<file path="src/rtl/dof_pkg.sv">
`timescale 1ns / 1ps

package dof_pkg;

   // Fixed field widths
   localparam int DATA_W = 32;
   localparam int THR_W  = 12;
   localparam int POS_W  = 6;
   localparam int FRAC_W = 8;
   localparam int UPC_W  = 4;

   localparam logic [THR_W-1:0] THR_RESET = 12'd502;

   typedef logic [UPC_W-1:0] upc_type;

   // Datapath operations, one per control word
   typedef enum logic [3:0] {
      OP_NOP,
      OP_CLR,
      OP_SUM,
      OP_DIV_INIT,
      OP_DIV_STEP,
      OP_SPREAD,
      OP_MUL_INIT,
      OP_MUL_STEP,
      OP_PROD,
      OP_TEST,
      OP_EMIT,
      OP_DONE
   } op_type;

   // Jump conditions of the sequencer
   typedef enum logic [2:0] {
      COND_NEXT,
      COND_NOT_GO,
      COND_IDX_MORE,
      COND_DIV_MORE,
      COND_MUL_MORE,
      COND_ALWAYS
   } cond_type;

   typedef struct packed {
      op_type   op;
      cond_type cond;
      logic     wait_out;
      upc_type  target;
   } ucode_type;

   // Sequencer to datapath
   typedef struct packed {
      logic   idle;
      op_type op;
   } ctrl_type;

   // Datapath to sequencer
   typedef struct packed {
      logic go;
      logic idx_last;
      logic div_last;
      logic mul_last;
      logic out_busy;
   } stat_type;

endpackage

</file>
<file path="src/rtl/dof_ram.sv">
`timescale 1ns / 1ps

module dof_ram #(
   parameter int WIDTH = 32,
   parameter int DEPTH = 64
) (
   input  logic                     clock,
   input  logic                     wr_en,
   input  logic [$clog2(DEPTH)-1:0] wr_addr,
   input  logic [WIDTH-1:0]         wr_data,
   input  logic [$clog2(DEPTH)-1:0] rd_addr,
   output logic [WIDTH-1:0]         rd_data
);

   logic [WIDTH-1:0] mem_ff [DEPTH];
   logic [WIDTH-1:0] rd_data_ff;

   // Write one entry, read one entry with registered data
   always_ff @(posedge clock) begin
      if (wr_en) begin
         mem_ff[wr_addr] <= wr_data;
      end
      rd_data_ff <= mem_ff[rd_addr];
   end

   assign rd_data = rd_data_ff;

endmodule

</file>
<file path="src/rtl/dof_seq.sv">
`timescale 1ns / 1ps

module dof_seq
   import dof_pkg::*;
(
   input  logic     clock,
   input  logic     reset,
   input  stat_type stat,
   output ctrl_type ctrl
);

   // Program addresses
   localparam upc_type P_IDLE    = 4'd0;
   localparam upc_type P_SUM_RD  = 4'd1;
   localparam upc_type P_SUM     = 4'd2;
   localparam upc_type P_DIVI    = 4'd3;
   localparam upc_type P_DIV     = 4'd4;
   localparam upc_type P_SPR_RD  = 4'd5;
   localparam upc_type P_SPR     = 4'd6;
   localparam upc_type P_MULI    = 4'd7;
   localparam upc_type P_MUL     = 4'd8;
   localparam upc_type P_TST_RD  = 4'd9;
   localparam upc_type P_PROD    = 4'd10;
   localparam upc_type P_TEST    = 4'd11;
   localparam upc_type P_EMIT_RD = 4'd12;
   localparam upc_type P_EMIT    = 4'd13;
   localparam upc_type P_DONE    = 4'd14;

   // Control store
   function automatic ucode_type rom(input upc_type step);
      ucode_type w;
      w = '{op: OP_NOP, cond: COND_ALWAYS, wait_out: 1'b0, target: P_IDLE};
      unique case (step)
         P_IDLE:    w = '{op: OP_CLR,      cond: COND_NOT_GO,   wait_out: 1'b0, target: P_IDLE};
         P_SUM_RD:  w = '{op: OP_NOP,      cond: COND_NEXT,     wait_out: 1'b0, target: P_IDLE};
         P_SUM:     w = '{op: OP_SUM,      cond: COND_IDX_MORE, wait_out: 1'b0, target: P_SUM_RD};
         P_DIVI:    w = '{op: OP_DIV_INIT, cond: COND_NEXT,     wait_out: 1'b0, target: P_IDLE};
         P_DIV:     w = '{op: OP_DIV_STEP, cond: COND_DIV_MORE, wait_out: 1'b0, target: P_DIV};
         P_SPR_RD:  w = '{op: OP_NOP,      cond: COND_NEXT,     wait_out: 1'b0, target: P_IDLE};
         P_SPR:     w = '{op: OP_SPREAD,   cond: COND_IDX_MORE, wait_out: 1'b0, target: P_SPR_RD};
         P_MULI:    w = '{op: OP_MUL_INIT, cond: COND_NEXT,     wait_out: 1'b0, target: P_IDLE};
         P_MUL:     w = '{op: OP_MUL_STEP, cond: COND_MUL_MORE, wait_out: 1'b0, target: P_MUL};
         P_TST_RD:  w = '{op: OP_NOP,      cond: COND_NEXT,     wait_out: 1'b0, target: P_IDLE};
         P_PROD:    w = '{op: OP_PROD,     cond: COND_NEXT,     wait_out: 1'b0, target: P_IDLE};
         P_TEST:    w = '{op: OP_TEST,     cond: COND_IDX_MORE, wait_out: 1'b0, target: P_TST_RD};
         P_EMIT_RD: w = '{op: OP_NOP,      cond: COND_NEXT,     wait_out: 1'b0, target: P_IDLE};
         P_EMIT:    w = '{op: OP_EMIT,     cond: COND_IDX_MORE, wait_out: 1'b1, target: P_EMIT_RD};
         P_DONE:    w = '{op: OP_DONE,     cond: COND_ALWAYS,   wait_out: 1'b0, target: P_IDLE};
         default:   w = '{op: OP_NOP,      cond: COND_ALWAYS,   wait_out: 1'b0, target: P_IDLE};
      endcase
      return w;
   endfunction

   upc_type   upc_ff;
   upc_type   upc_in;
   ucode_type word;
   logic      hold;
   logic      take;

   // Fetch, evaluate the jump and pick the next step
   always_comb begin
      word = rom(upc_ff);
      hold = word.wait_out && stat.out_busy;
      unique case (word.cond)
         COND_NEXT:     take = 1'b0;
         COND_NOT_GO:   take = !stat.go;
         COND_IDX_MORE: take = !stat.idx_last;
         COND_DIV_MORE: take = !stat.div_last;
         COND_MUL_MORE: take = !stat.mul_last;
         COND_ALWAYS:   take = 1'b1;
         default:       take = 1'b1;
      endcase
      if (hold) begin
         upc_in = upc_ff;
      end else if (take) begin
         upc_in = word.target;
      end else begin
         upc_in = upc_ff + upc_type'(1);
      end
      ctrl.idle = (upc_ff == P_IDLE);
      ctrl.op   = hold ? OP_NOP : word.op;
   end

   // Hold the step counter
   always_ff @(posedge clock) begin
      if (reset) begin
         upc_ff <= P_IDLE;
      end else begin
         upc_ff <= upc_in;
      end
   end

endmodule

</file>
<file path="src/rtl/dof_datapath.sv">
`timescale 1ns / 1ps

module dof_datapath
   import dof_pkg::*;
#(
   parameter int SET_DEPTH = 64
) (
   input  logic              clock,
   input  logic              reset,
   input  ctrl_type          ctrl,
   output stat_type          stat,
   input  logic [THR_W-1:0]  threshold,
   input  logic              req_valid,
   output logic              req_stall,
   input  logic [DATA_W-1:0] req_sample,
   input  logic              req_set_end,
   output logic              rsp_valid,
   input  logic              rsp_stall,
   output logic [DATA_W-1:0] rsp_kept_sample,
   output logic [POS_W-1:0]  rsp_position,
   output logic              rsp_final_res,
   output logic              rsp_overflowed
);

   localparam int IDX_W  = $clog2(SET_DEPTH);
   localparam int CNT_W  = $clog2(SET_DEPTH + 1);
   localparam int SUM_W  = DATA_W + IDX_W;
   localparam int PROD_W = DATA_W + IDX_W;
   localparam int RHS_W  = SUM_W + THR_W;
   localparam int LOOP_W = $clog2(SUM_W);

   // Control state
   logic [CNT_W-1:0]     count_ff, count_in;
   logic                 ovf_ff, ovf_in;
   logic                 rsp_valid_ff, rsp_valid_in;
   logic [IDX_W-1:0]     idx_ff, idx_in;
   logic [LOOP_W-1:0]    loop_ff, loop_in;

   // Payload state
   logic [SUM_W-1:0]     acc_ff, acc_in;
   logic [SUM_W-1:0]     quo_ff, quo_in;
   logic [CNT_W-1:0]     rem_ff, rem_in;
   logic [RHS_W-1:0]     rhs_ff, rhs_in;
   logic [THR_W-1:0]     thr_sh_ff, thr_sh_in;
   logic [PROD_W-1:0]    prod_ff, prod_in;
   logic [IDX_W-1:0]     lastk_ff, lastk_in;
   logic [DATA_W-1:0]    out_data_ff, out_data_in;
   logic [POS_W-1:0]     out_pos_ff, out_pos_in;
   logic                 out_final_ff, out_final_in;
   logic                 out_ovf_ff, out_ovf_in;

   logic                 accept;
   logic                 ram_wr;
   logic [DATA_W-1:0]    rdata;
   logic                 keep_wr;
   logic                 keep_bit;
   logic                 keep_rd;
   logic [DATA_W-1:0]    mean;
   logic [DATA_W-1:0]    absdiff;
   logic [DATA_W-1:0]    updiff;
   logic [IDX_W-1:0]     n_m1;
   logic [IDX_W-1:0]     idx_adv;
   logic [CNT_W:0]       rem_sh;
   logic                 rem_ge;
   logic [RHS_W-1:0]     lhs;
   logic                 outlier;

   dof_ram #(
      .WIDTH(DATA_W),
      .DEPTH(SET_DEPTH)
   ) u_store (
      .clock   (clock),
      .wr_en   (ram_wr),
      .wr_addr (count_ff[IDX_W-1:0]),
      .wr_data (req_sample),
      .rd_addr (idx_ff),
      .rd_data (rdata)
   );

   // Keep flags, written in the test pass and read in the output pass
   dof_ram #(
      .WIDTH(1),
      .DEPTH(SET_DEPTH)
   ) u_keep (
      .clock   (clock),
      .wr_en   (keep_wr),
      .wr_addr (idx_ff),
      .wr_data (keep_bit),
      .rd_addr (idx_ff),
      .rd_data (keep_rd)
   );

   assign accept    = req_valid && ctrl.idle;
   assign req_stall = !ctrl.idle;
   assign ram_wr    = accept && (count_ff < CNT_W'(SET_DEPTH));
   assign keep_wr   = (ctrl.op == OP_TEST);
   assign keep_bit  = !outlier;

   assign mean    = quo_ff[DATA_W-1:0];
   assign absdiff = (rdata >= mean) ? (rdata - mean) : (mean - rdata);
   assign updiff  = (rdata > mean) ? (rdata - mean) : '0;
   assign n_m1    = IDX_W'(count_ff - CNT_W'(1));
   assign idx_adv = (idx_ff == n_m1) ? '0 : idx_ff + IDX_W'(1);
   assign rem_sh  = {rem_ff, quo_ff[SUM_W-1]};
   assign rem_ge  = rem_sh >= {1'b0, count_ff};
   assign lhs     = RHS_W'({prod_ff, {FRAC_W{1'b0}}});
   assign outlier = lhs > rhs_ff;

   // Status back to the sequencer
   assign stat.go       = accept && req_set_end;
   assign stat.idx_last = (idx_ff == n_m1);
   assign stat.div_last = (loop_ff == LOOP_W'(SUM_W - 1));
   assign stat.mul_last = (loop_ff == LOOP_W'(THR_W - 1));
   assign stat.out_busy = rsp_valid_ff && rsp_stall;

   always_comb begin
      count_in     = count_ff;
      ovf_in       = ovf_ff;
      rsp_valid_in = rsp_valid_ff;
      idx_in       = idx_ff;
      loop_in      = loop_ff;
      acc_in       = acc_ff;
      quo_in       = quo_ff;
      rem_in       = rem_ff;
      rhs_in       = rhs_ff;
      thr_sh_in    = thr_sh_ff;
      prod_in      = prod_ff;
      lastk_in     = lastk_ff;
      out_data_in  = out_data_ff;
      out_pos_in   = out_pos_ff;
      out_final_in = out_final_ff;
      out_ovf_in   = out_ovf_ff;

      // Load: store while room is left, else flag the overflow
      if (accept) begin
         if (ram_wr) begin
            count_in = count_ff + CNT_W'(1);
         end else begin
            ovf_in = 1'b1;
         end
      end

      // Drop the output once transferred
      if (rsp_valid_ff && !rsp_stall) begin
         rsp_valid_in = 1'b0;
      end

      unique case (ctrl.op)
         OP_NOP: begin
         end
         OP_CLR: begin
            acc_in = '0;
            idx_in = '0;
         end
         OP_SUM: begin
            acc_in = acc_ff + SUM_W'(rdata);
            idx_in = idx_adv;
         end
         OP_DIV_INIT: begin
            quo_in  = acc_ff;
            rem_in  = '0;
            loop_in = '0;
            acc_in  = '0;
         end
         OP_DIV_STEP: begin
            // One quotient bit per step, restoring
            rem_in  = rem_ge ? CNT_W'(rem_sh - {1'b0, count_ff}) : CNT_W'(rem_sh);
            quo_in  = {quo_ff[SUM_W-2:0], rem_ge};
            loop_in = loop_ff + LOOP_W'(1);
         end
         OP_SPREAD: begin
            acc_in = acc_ff + SUM_W'(absdiff);
            idx_in = idx_adv;
         end
         OP_MUL_INIT: begin
            rhs_in    = '0;
            thr_sh_in = threshold;
            loop_in   = '0;
         end
         OP_MUL_STEP: begin
            // Shift-add, threshold MSB first
            rhs_in    = {rhs_ff[RHS_W-2:0], 1'b0}
                        + (thr_sh_ff[THR_W-1] ? RHS_W'(acc_ff) : '0);
            thr_sh_in = {thr_sh_ff[THR_W-2:0], 1'b0};
            loop_in   = loop_ff + LOOP_W'(1);
         end
         OP_PROD: begin
            prod_in = PROD_W'(updiff) * PROD_W'(n_m1);
         end
         OP_TEST: begin
            if (!outlier) begin
               lastk_in = idx_ff;
            end
            idx_in = idx_adv;
         end
         OP_EMIT: begin
            if (keep_rd) begin
               rsp_valid_in = 1'b1;
               out_data_in  = rdata;
               out_pos_in   = POS_W'(idx_ff);
               out_final_in = (idx_ff == lastk_ff);
               out_ovf_in   = ovf_ff;
            end
            idx_in = idx_adv;
         end
         OP_DONE: begin
            count_in = '0;
            ovf_in   = 1'b0;
         end
         default: begin
         end
      endcase
   end

   // Control registers
   always_ff @(posedge clock) begin
      if (reset) begin
         count_ff     <= '0;
         ovf_ff       <= 1'b0;
         rsp_valid_ff <= 1'b0;
         idx_ff       <= '0;
         loop_ff      <= '0;
      end else begin
         count_ff     <= count_in;
         ovf_ff       <= ovf_in;
         rsp_valid_ff <= rsp_valid_in;
         idx_ff       <= idx_in;
         loop_ff      <= loop_in;
      end
   end

   // Payload registers
   always_ff @(posedge clock) begin
      acc_ff       <= acc_in;
      quo_ff       <= quo_in;
      rem_ff       <= rem_in;
      rhs_ff       <= rhs_in;
      thr_sh_ff    <= thr_sh_in;
      prod_ff      <= prod_in;
      lastk_ff     <= lastk_in;
      out_data_ff  <= out_data_in;
      out_pos_ff   <= out_pos_in;
      out_final_ff <= out_final_in;
      out_ovf_ff   <= out_ovf_in;
   end

   assign rsp_valid       = rsp_valid_ff;
   assign rsp_kept_sample = out_data_ff;
   assign rsp_position    = out_pos_ff;
   assign rsp_final_res   = out_final_ff;
   assign rsp_overflowed  = out_ovf_ff;

endmodule

</file>
<file path="src/rtl/deviation_outlier_filter.sv">
`timescale 1ns / 1ps

// One-sided outlier filter over a set of up to SET_DEPTH unsigned samples. Samples are
// taken one per cycle while the block is idle; req_set_end closes the set, and samples
// past SET_DEPTH are ignored and reported through rsp_overflowed. For a set of n
// samples the block then computes mean = floor(sum/n) and S = sum |x - mean|, and drops
// a sample only if x > mean and (x - mean)*(n-1)*256 > threshold_q8*S. Survivors leave
// in their original order with their index; rsp_final_res marks the last one. After the
// set_end transfer the block holds req_stall high until the sequencer is idle again. A
// microcoded sequencer runs one control word per cycle, holding an output step while
// the result side stalls, against sample and keep stores with a registered read: a
// read step and an add step per sample for the sum and for the spread, a read, a
// product and a compare step per sample for the test, a read and an emit step per
// sample for output, one quotient bit per cycle for the mean and one threshold bit per
// cycle for threshold*S.
// csr_wr_data updates threshold_q8 (reset 502, about 1.96); write it only while idle.

module deviation_outlier_filter
   import dof_pkg::*;
#(
   parameter int SET_DEPTH = 64
) (
   input  logic              clock,
   input  logic              reset,
   input  logic              req_valid,
   output logic              req_stall,
   input  logic [DATA_W-1:0] req_sample,
   input  logic              req_set_end,
   output logic              rsp_valid,
   input  logic              rsp_stall,
   output logic [DATA_W-1:0] rsp_kept_sample,
   output logic [POS_W-1:0]  rsp_position,
   output logic              rsp_final_res,
   output logic              rsp_overflowed,
   input  logic              csr_wr_en,
   input  logic [THR_W-1:0]  csr_wr_data
);

   ctrl_type         ctrl;
   stat_type         stat;
   logic [THR_W-1:0] threshold_ff;
   logic [THR_W-1:0] threshold_in;

   // Hold the threshold register
   assign threshold_in = csr_wr_en ? csr_wr_data : threshold_ff;

   always_ff @(posedge clock) begin
      if (reset) begin
         threshold_ff <= THR_RESET;
      end else begin
         threshold_ff <= threshold_in;
      end
   end

   dof_seq u_seq (
      .clock (clock),
      .reset (reset),
      .stat  (stat),
      .ctrl  (ctrl)
   );

   dof_datapath #(
      .SET_DEPTH(SET_DEPTH)
   ) u_datapath (
      .clock           (clock),
      .reset           (reset),
      .ctrl            (ctrl),
      .stat            (stat),
      .threshold       (threshold_ff),
      .req_valid       (req_valid),
      .req_stall       (req_stall),
      .req_sample      (req_sample),
      .req_set_end     (req_set_end),
      .rsp_valid       (rsp_valid),
      .rsp_stall       (rsp_stall),
      .rsp_kept_sample (rsp_kept_sample),
      .rsp_position    (rsp_position),
      .rsp_final_res   (rsp_final_res),
      .rsp_overflowed  (rsp_overflowed)
   );

   // A closed set stops input on the next cycle
   assert property (@(posedge clock) disable iff (reset)
      (req_valid && !req_stall && req_set_end) |=> req_stall)
      else $error("input taken right after set end");

   // A new result appears only from an output step
   assert property (@(posedge clock) disable iff (reset)
      $rose(rsp_valid) |-> $past(ctrl.op == OP_EMIT))
      else $error("result loaded outside the output pass");

   // Hold a stalled result unchanged
   assert property (@(posedge clock) disable iff (reset)
      (rsp_valid && rsp_stall) |=> (rsp_valid && $stable(rsp_kept_sample)
         && $stable(rsp_position) && $stable(rsp_final_res) && $stable(rsp_overflowed)))
      else $error("stalled result changed");

   // Processing never runs while the sequencer reports idle
   assert property (@(posedge clock) disable iff (reset)
      (ctrl.op == OP_EMIT || ctrl.op == OP_TEST || ctrl.op == OP_SUM) |-> req_stall)
      else $error("set processing while input open");

endmodule
</file>
<file path="config.mk">
export PLATFORM = sky130hd
export DESIGN_NAME = deviation_outlier_filter
export DESIGN_NICKNAME = d
export VERILOG_FILES = /design/src/rtl/dof_pkg.sv /design/src/rtl/dof_ram.sv /design/src/rtl/dof_seq.sv /design/src/rtl/dof_datapath.sv /design/src/rtl/deviation_outlier_filter.sv
export SDC_FILE = /design/constraint.sdc
export NUM_CORES = 2
export LEC_CHECK = 0
export BUFFER_PORTS_ARGS = -buffer_cell sky130_fd_sc_hd__clkbuf_2
export CELL_PAD_IN_SITES_DETAIL_PLACEMENT = 0
export CELL_PAD_IN_SITES_GLOBAL_PLACEMENT = 1
export CORE_MARGIN = 1
export CORE_UTILIZATION = 54
export DETAILED_ROUTE_END_ITERATION = 7
export GPL_ROUTABILITY_DRIVEN = 0
export PLACE_DENSITY = 0.82
export SLEW_MARGIN = 10
export SYNTH_ARGS = -nofsm -noshare
export SYNTH_HDL_FRONTEND = slang
export SYNTH_SLANG_ARGS = --single-unit
</file>
<file path="constraint.sdc">
create_clock -name clock -period 11.7 [get_ports clock]
set_clock_uncertainty 0.1 [all_clocks]
set_input_delay 1.755 -clock clock [delete_from_list [all_inputs] [get_ports clock]]
set_output_delay 1.755 -clock clock [all_outputs]
set_load 0.02 [all_outputs]
</file>
# Yosys cells after proc, flatten, opt, wreduce, memory -nomap -nowiden

Memory sizes are Yosys's and may differ from the RTL's. A register that Yosys moved wholly into a read port is not among the register bits.
Cells that the tools add are included.

Register bits: 266
RAM bits: 2112
ROM bits: 176
Input bits: 50
Word-level logic and storage cells: 112
Memories kept: 3

Memories:

| name                      | words | width | read ports | clocked after memory_dff | wr ports | line          | text |
|---|---|---|---|---|---|---|---|
| u_datapath.u_store.mem_ff | 64    | 32    | 1          | 1                        | 1        | dof_ram.sv:15 | `logic [WIDTH-1:0] mem_ff [DEPTH];` |
| (no name shown)           | 16    | 11    | 1          | 1                        | 0        | dof_seq.sv:33 | `unique case (step)` |
| u_datapath.u_keep.mem_ff  | 64    | 1     | 1          | 1                        | 1        | dof_ram.sv:15 |  |

Add/sub/neg operators: 11
Multipliers: 1
$lt $le $gt $ge: 5
Equality and inequality tests: 19
Muxes and demuxes: 24
Bitwise logic cells: 2
Reduce and logical (&&, ||, !) cells: 29

Operators by type and width:

| kind                                                                   | number |
|---|---|
| 38-bit one-hot mux with 3 select lines                                 | 1 |
| 50-bit one-hot mux with 2 select lines                                 | 1 |
| 38-bit by 32-bit adder with 38-bit output                              | 2 |
| 38-bit one-hot mux with 2 select lines                                 | 1 |
| 32-bit two-way mux                                                     | 2 |
| 32-bit subtractor                                                      | 2 |
| 50-bit adder                                                           | 1 |
| 46-bit by 50-bit greater-than comparator with 1-bit output             | 1 |
| 32-bit by 6-bit multiplier with 38-bit output                          | 1 |
| 38-bit two-way mux                                                     | 1 |
| 32-bit greater-or-equal comparator                                     | 1 |
| 32-bit greater-than comparator                                         | 1 |
| 12-bit one-hot mux with 2 select lines                                 | 1 |
| 6-bit one-hot mux with 2 select lines                                  | 2 |
| 4-bit by 3-bit equality test with 1-bit output (second input constant) | 4 |
| 4-bit equality test (second input constant)                            | 4 |
| 4-bit two-way mux                                                      | 4 |
| 7-bit one-hot mux with 2 select lines                                  | 1 |
| 6-bit by 1-bit adder with 6-bit output (second input constant)         | 2 |
| 6-bit equality test                                                    | 2 |
| 4-bit by 2-bit equality test with 1-bit output (second input constant) | 2 |
| 8-bit by 7-bit greater-or-equal comparator with 1-bit output           | 1 |
| 2-bit AND reduction                                                    | 4 |
| 2-bit nonzero test                                                     | 4 |
| 23 further kinds                                                       | 45 |

# Depth between registers and ports, before layout

Word-level depth: 8
Mapped depth: 31
Gate-level depth less buffers: 31

# Cells and area by module

A second synthesis with hierarchy kept.

Cells, all modules: 6400
Area, all modules: 106717.4 um^2

Modules (own cells, without submodules):

| module                       | times used | cells each | area an instance (um^2) | seq. area each (um^2) |
|---|---|---|---|---|
| dof_ram (u_datapath.u_store) | 1          | 3324       | 78515.3                 | 62139.6 |
| dof_datapath                 | 1          | 2731       | 23964.2                 | 7297.0 |
| dof_ram (u_datapath.u_keep)  | 1          | 204        | 2914.0                  | 1941.9 |
| dof_seq                      | 1          | 102        | 878.3                   | 300.3 |
| deviation_outlier_filter     | 1          | 39         | 445.4                   | 240.2 |

# Worst setup path after synthesis

Ideal clock, no wire load.

Kind: input to register
Start: in rsp_stall
End: reg u_datapath.acc_ff[0] (enable)
Setup time: 0.639 ns
Data arrival time: 8.118 ns
Slack: 2.843 ns
Stages on the path: 3
Path buffers: 1
Path through: and3_1 > clkbuf_1 > a2111oi_0

Longest elaborated chain between the ends: 6

Ends and longest elaborated chain:

| what                                                                                                             | line                           | text |
|---|---|---|
| start: declaration                                                                                               | deviation_outlier_filter.sv:30 | `input logic rsp_stall,` |
| 1-bit logical AND (*)                                                                                            | dof_datapath.sv:114            | `assign stat.out_busy = rsp_valid_ff && rsp_stall;` |
| 1-bit logical AND (*)                                                                                            | dof_seq.sv:63                  | `hold = word.wait_out && stat.out_busy;` |
| 4-bit two-way mux (*)                                                                                            | dof_seq.sv:81                  | `ctrl.op = hold ? OP_NOP : word.op;` |
| 4-bit by 1-bit equality test with 1-bit output or 4-bit by 2-bit equality test with 1-bit output (tied branches) | dof_datapath.sv:148            | `unique case (ctrl.op)` |
| 2-bit OR reduction (no line)                                                                                     | n/a                            |  |
| 3-bit nonzero test (no line) (*)                                                                                 | n/a                            |  |
| end signal: assignment                                                                                           | dof_datapath.sv:234            | `acc_ff <= acc_in;` |
| end: declaration                                                                                                 | dof_datapath.sv:40             | `logic [SUM_W-1:0] acc_ff, acc_in;` |

Mark *: on every way between the ends. The rest lies on a longest branch, timed or not.
A chain may end at the register's enable or synchronous reset.

# Worst setup path after layout

Start: reg u_datapath.u_store.rd_data_ff[10], in the netlist u_datapath.u_store.rd_data[10], read port of u_datapath.u_store.mem_ff
End: reg u_datapath.prod_ff[36], data pin

Longest elaborated chain between the ends: 3

Ends and longest elaborated chain:

| what                                                                | line                | text |
|---|---|---|
| start: declaration                                                  | dof_ram.sv:16       | `logic [WIDTH-1:0] rd_data_ff;` |
| 32-bit subtractor or 32-bit greater-than comparator (tied branches) | dof_datapath.sv:101 | `assign updiff = (rdata > mean) ? (rdata - mean) : '0;` |
| 32-bit two-way mux (*)                                              | dof_datapath.sv:101 |  |
| 32-bit by 6-bit multiplier with 38-bit output (*)                   | dof_datapath.sv:188 | `prod_in = PROD_W'(updiff) * PROD_W'(n_m1);` |
| end signal: assignment                                              | dof_datapath.sv:239 | `prod_ff <= prod_in;` |
| end: declaration                                                    | dof_datapath.sv:45  | `logic [PROD_W-1:0] prod_ff, prod_in;` |

Marks and branches as above.

==> results.md <==
- DR pass1 iterations: 8
- Largest cells by area after synthesis: edfxtp_1 69%, a22oi_1 4.6%, ha_1 2.9%, fa_1 2.5%, a221oi_1 1.9%
- CP peak stage delay: 0.92 ns
- Power share of the sequential group: 44.5%
- Clock transition at path regs: 0.06 ns
- Fraction of registers with async set or reset after synthesis: 0%
- DIE AREA: 0.1909 mm^2
- Post-layout min period: 8.827 ns
- Starting Density: 54.38%
- Worst-case reg-to-reg path depth: 28
- Sw Share: 28.24%
- Seq cells post-synth: 2,422
- CTS tree: built
- CTS buffer count: 231
- Critical path required time: 12.22 ns
- Leading area contributor after synthesis: edfxtp_1
- DR iter-0 viols: 8,032
- Total GRT Usage: 29.84%
- P&R area growth vs syn: 11.63%
- Post-synthesis instance total: 6,921
- Layout Cells excl Fill: 9,732
- Vias in the first global route: 62.36k
- Max-slew violations: 0
- Final Hold Vio Count: 0
- Final net count: 7,423
- Worst IR Drop VDD: 0.1443 mV
- DRC viols: 32
- Crit-path slowest cell: a2111oi_0
- Switching power: 6.343 mW
- CP startpoint: u_datapath.u_store.rd_data[10]
- Reg area: 0.07192 mm^2
- Largest net degree at the start of global routing: 104
- Clock power share: 34.0%
- Crit path to: u_datapath.prod_ff[36]
- Routed Antenna Nets: 0
- Netlist cell types: 88
- Fill count: 13.83k
- Pwr Total: 22.46 mW
- Max H-tree Level: 4
- Max frequency: 113.3 MHz
- Synthesized cell area: 0.1021 mm^2
- Crit-path max FO: 28
- Post-CTS sizing: 0
- Synth Area per Inst: 14.76 um^2
- Yosys Warn Count: 0
- Primary FF master, synth: edfxtp_1
- Vias/cell: 6.625
- I/O Buffers: 91
- Gr ovfl total: 0
- Clk buf depth: 3
- First-pass GRT wire length: 417,400 um
- Sequential fraction of the synthesis area: 70.43%
- DR WL/cell: 29.82 um
- MaxCap Viol Count: 0
- Area of the multi-input gates: 0.02824 mm^2
- Synth top area share: 68.84%
- Share of cells above drive strength 1: 10.34%
- CP Capture Type: flop
- Cell-internal power: 16.12 mW
- Worst slew pin tran: 1.251 ns
- Post-synth EDFFs: 2,341
- Hold crit path type: flop to flop
- DP HPWL: 167,000 um
- Final setup viols: 0
- Post-synthesis net count: 7,332
- Io pins: 92
- Post-DP Area: 0.1062 mm^2
- Worst R2R Start: u_datapath.u_store.rd_data[10]
- Vias after detailed routing: 64.48k
- Pwr Density: 197.0 mW/mm^2
- Critical Path AT: 9.35 ns
- Relative max-transition margin: 16.58%
- Post-synth top cells: 2,341 x edfxtp_1, 630 x a22oi_1, 470 x nor2_1, 292 x clkbuf_1, 290 x inv_1
- TritonCTS Sinks: 2,422
- DP Worst Slack: 2.978 ns
- Core Region: 0.1878 mm^2
- RSZ-0062 raised after global routing: no
- Failing checks: design-rule violations
- Leak: 38.38 nW
- Critical path class: flop to flop
- Inst Count DP: 9,274
- Worst Hold Path Cells: 0
- Clk root buf: clkbuf_16
- FP Rows: 159
- Status: complete, but fails checks
- Die width: 436.9 um
- FF-to-FF End: u_datapath.prod_ff[36]
- Setup TNS: 0 ns
- Clk Latency, worst-skew pair: 0.90 ns
- Comb pwr share: 21.6%
- Setup bufs post-CTS: 0
- Final WL: 290,200 um
- Height of the die: 436.9 um
- Fin area: 0.1140 mm^2
- Cell with the most instances after synthesis: edfxtp_1
- Cts hold-fix bufs: 0
- Initial antenna violation count: 26
- CP Launch Type: flop
- Worst setup margin: 2.873 ns
- Flop-to-flop setup slack: 2.87 ns
- Period utilisation layout: 75.45%
worst min-delay path by stage:
stage                                              start                        endpoint  slack, ns
final                     u_datapath.u_store.rd_data[18]  u_datapath.rsp_kept_sample[18]       0.36
after floorplan                        u_datapath.ovf_ff       u_datapath.rsp_overflowed       0.31
after CTS                 u_datapath.u_store.rd_data[18]  u_datapath.rsp_kept_sample[18]       0.37
after detailed placement  u_datapath.u_store.rd_data[18]  u_datapath.rsp_kept_sample[18]       0.35
after global placement    u_datapath.u_store.rd_data[26]  u_datapath.rsp_kept_sample[26]       0.34
after global routing      u_datapath.u_store.rd_data[18]  u_datapath.rsp_kept_sample[18]       0.38
worst max-delay path: cells and delay by family, from the launching register on:
kind	cells	cell delay, ns
simple gates	11	3.10
xor+xnor	1	0.15
flops	1	0.39
compound gates	8	2.29
buf+inv	3	0.16
fa+ha+maj	5	2.39
logic make-up after synthesis:
group	share of synthesized area, %
buf+inv	2.544
simple gates	5.790
mux	0.3259
flops	70.43
xor+xnor	1.535
fa+ha+maj	5.349
compound gates	14.03
power by group through the flow:
stage	clock [mW]	sequential (mW)	combinational (mW)
final	7.63	9.99	4.85
after global routing	7.99	10.0	5.43
after detailed placement	0	10.2	4.81
after global placement	0	10.2	4.76
after floorplan	0	10.1	3.64
after CTS	7.68	9.99	4.85
per-stage QoR:
stage,utilization (%),hold WS (ns)
2_1_floorplan,-,0.3090
3_3_place_gp,56.53,0.3406
3_5_place_dp,56.53,0.3510
4_1_cts,60.67,0.3653
5_1_grt,60.68,0.3753
6_report,60.70,0.3646
sequential cells by signal, indices dropped and copies added, names as in the netlist, 4 cells and up:
register,count
u_datapath.rem_ff,7
u_datapath.u_store.rd_data,32
threshold_ff,12
u_datapath.quo_ff,38
u_datapath.acc_ff,38
u_datapath.loop_ff,6
u_seq.upc_ff,4
u_datapath.rsp_position,6
u_datapath.u_keep.mem_ff,64
u_datapath.count_ff,7
u_seq.word,11
u_datapath.prod_ff,38
u_datapath.idx_ff,6
u_datapath.u_store.mem_ff,2048
u_datapath.thr_sh_ff,12
u_datapath.lastk_ff,6
u_datapath.rsp_kept_sample,32
u_datapath.rhs_ff,50
area by class of cell:
cell class,instances,area share (%)
well taps,2495,2.738
multi-input cells,3816,24.78
repair buffers,249,1.572
clock inverters,152,1.515
clock buffers,285,5.301
flip-flops and latches,2422,63.09
inverters,292,0.9615
diodes,21,0.04610
layout by cell type (no fill, tap or decap), types with 51 or more instances in the layout:
| cell | synthesis | layout |
|---|---|---|
| clkbuf_2 | 0 | 87 |
| nand2_1 | 260 | 258 |
| a31oi_1 | 234 | 234 |
| a22o_1 | 217 | 217 |
| a22oi_1 | 630 | 630 |
| nor3_1 | 69 | 62 |
| and2_1 | 51 | 51 |
| dfxtp_1 | 81 | 79 |
| a21oi_1 | 242 | 242 |
| o21ai_0 | 163 | 163 |
| nor2_4 | 0 | 60 |
| edfxtp_1 | 2341 | 2341 |
| xnor2_1 | 120 | 116 |
| xor2_1 | 59 | 59 |
| ha_1 | 235 | 235 |
| clkbuf_16 | 0 | 231 |
| fa_1 | 126 | 126 |
| a221oi_1 | 221 | 221 |
| nor2_1 | 470 | 411 |
| buf_4 | 1 | 146 |
| nand4_1 | 95 | 95 |
| inv_1 | 290 | 290 |
| a21o_1 | 104 | 104 |
| nand3_1 | 69 | 67 |
layer usage:
| layer | track usage (%) | share of wire, % | wire, um | up-vias |
|---|---|---|---|---|
| met5 | 0 | 0.072 | 208 | - |
| met4 | 12.47 | 4.5 | 12950 | 28 |
| met3 | 6.209 | 11 | 31000 | 697 |
| met2 | 48.09 | 47 | 137200 | 4115 |
| met1 | 39.52 | 38 | 108900 | 32170 |
| li1 | - | - | - | 27470 |
Note: power is estimated with default switching activity, not from simulation.
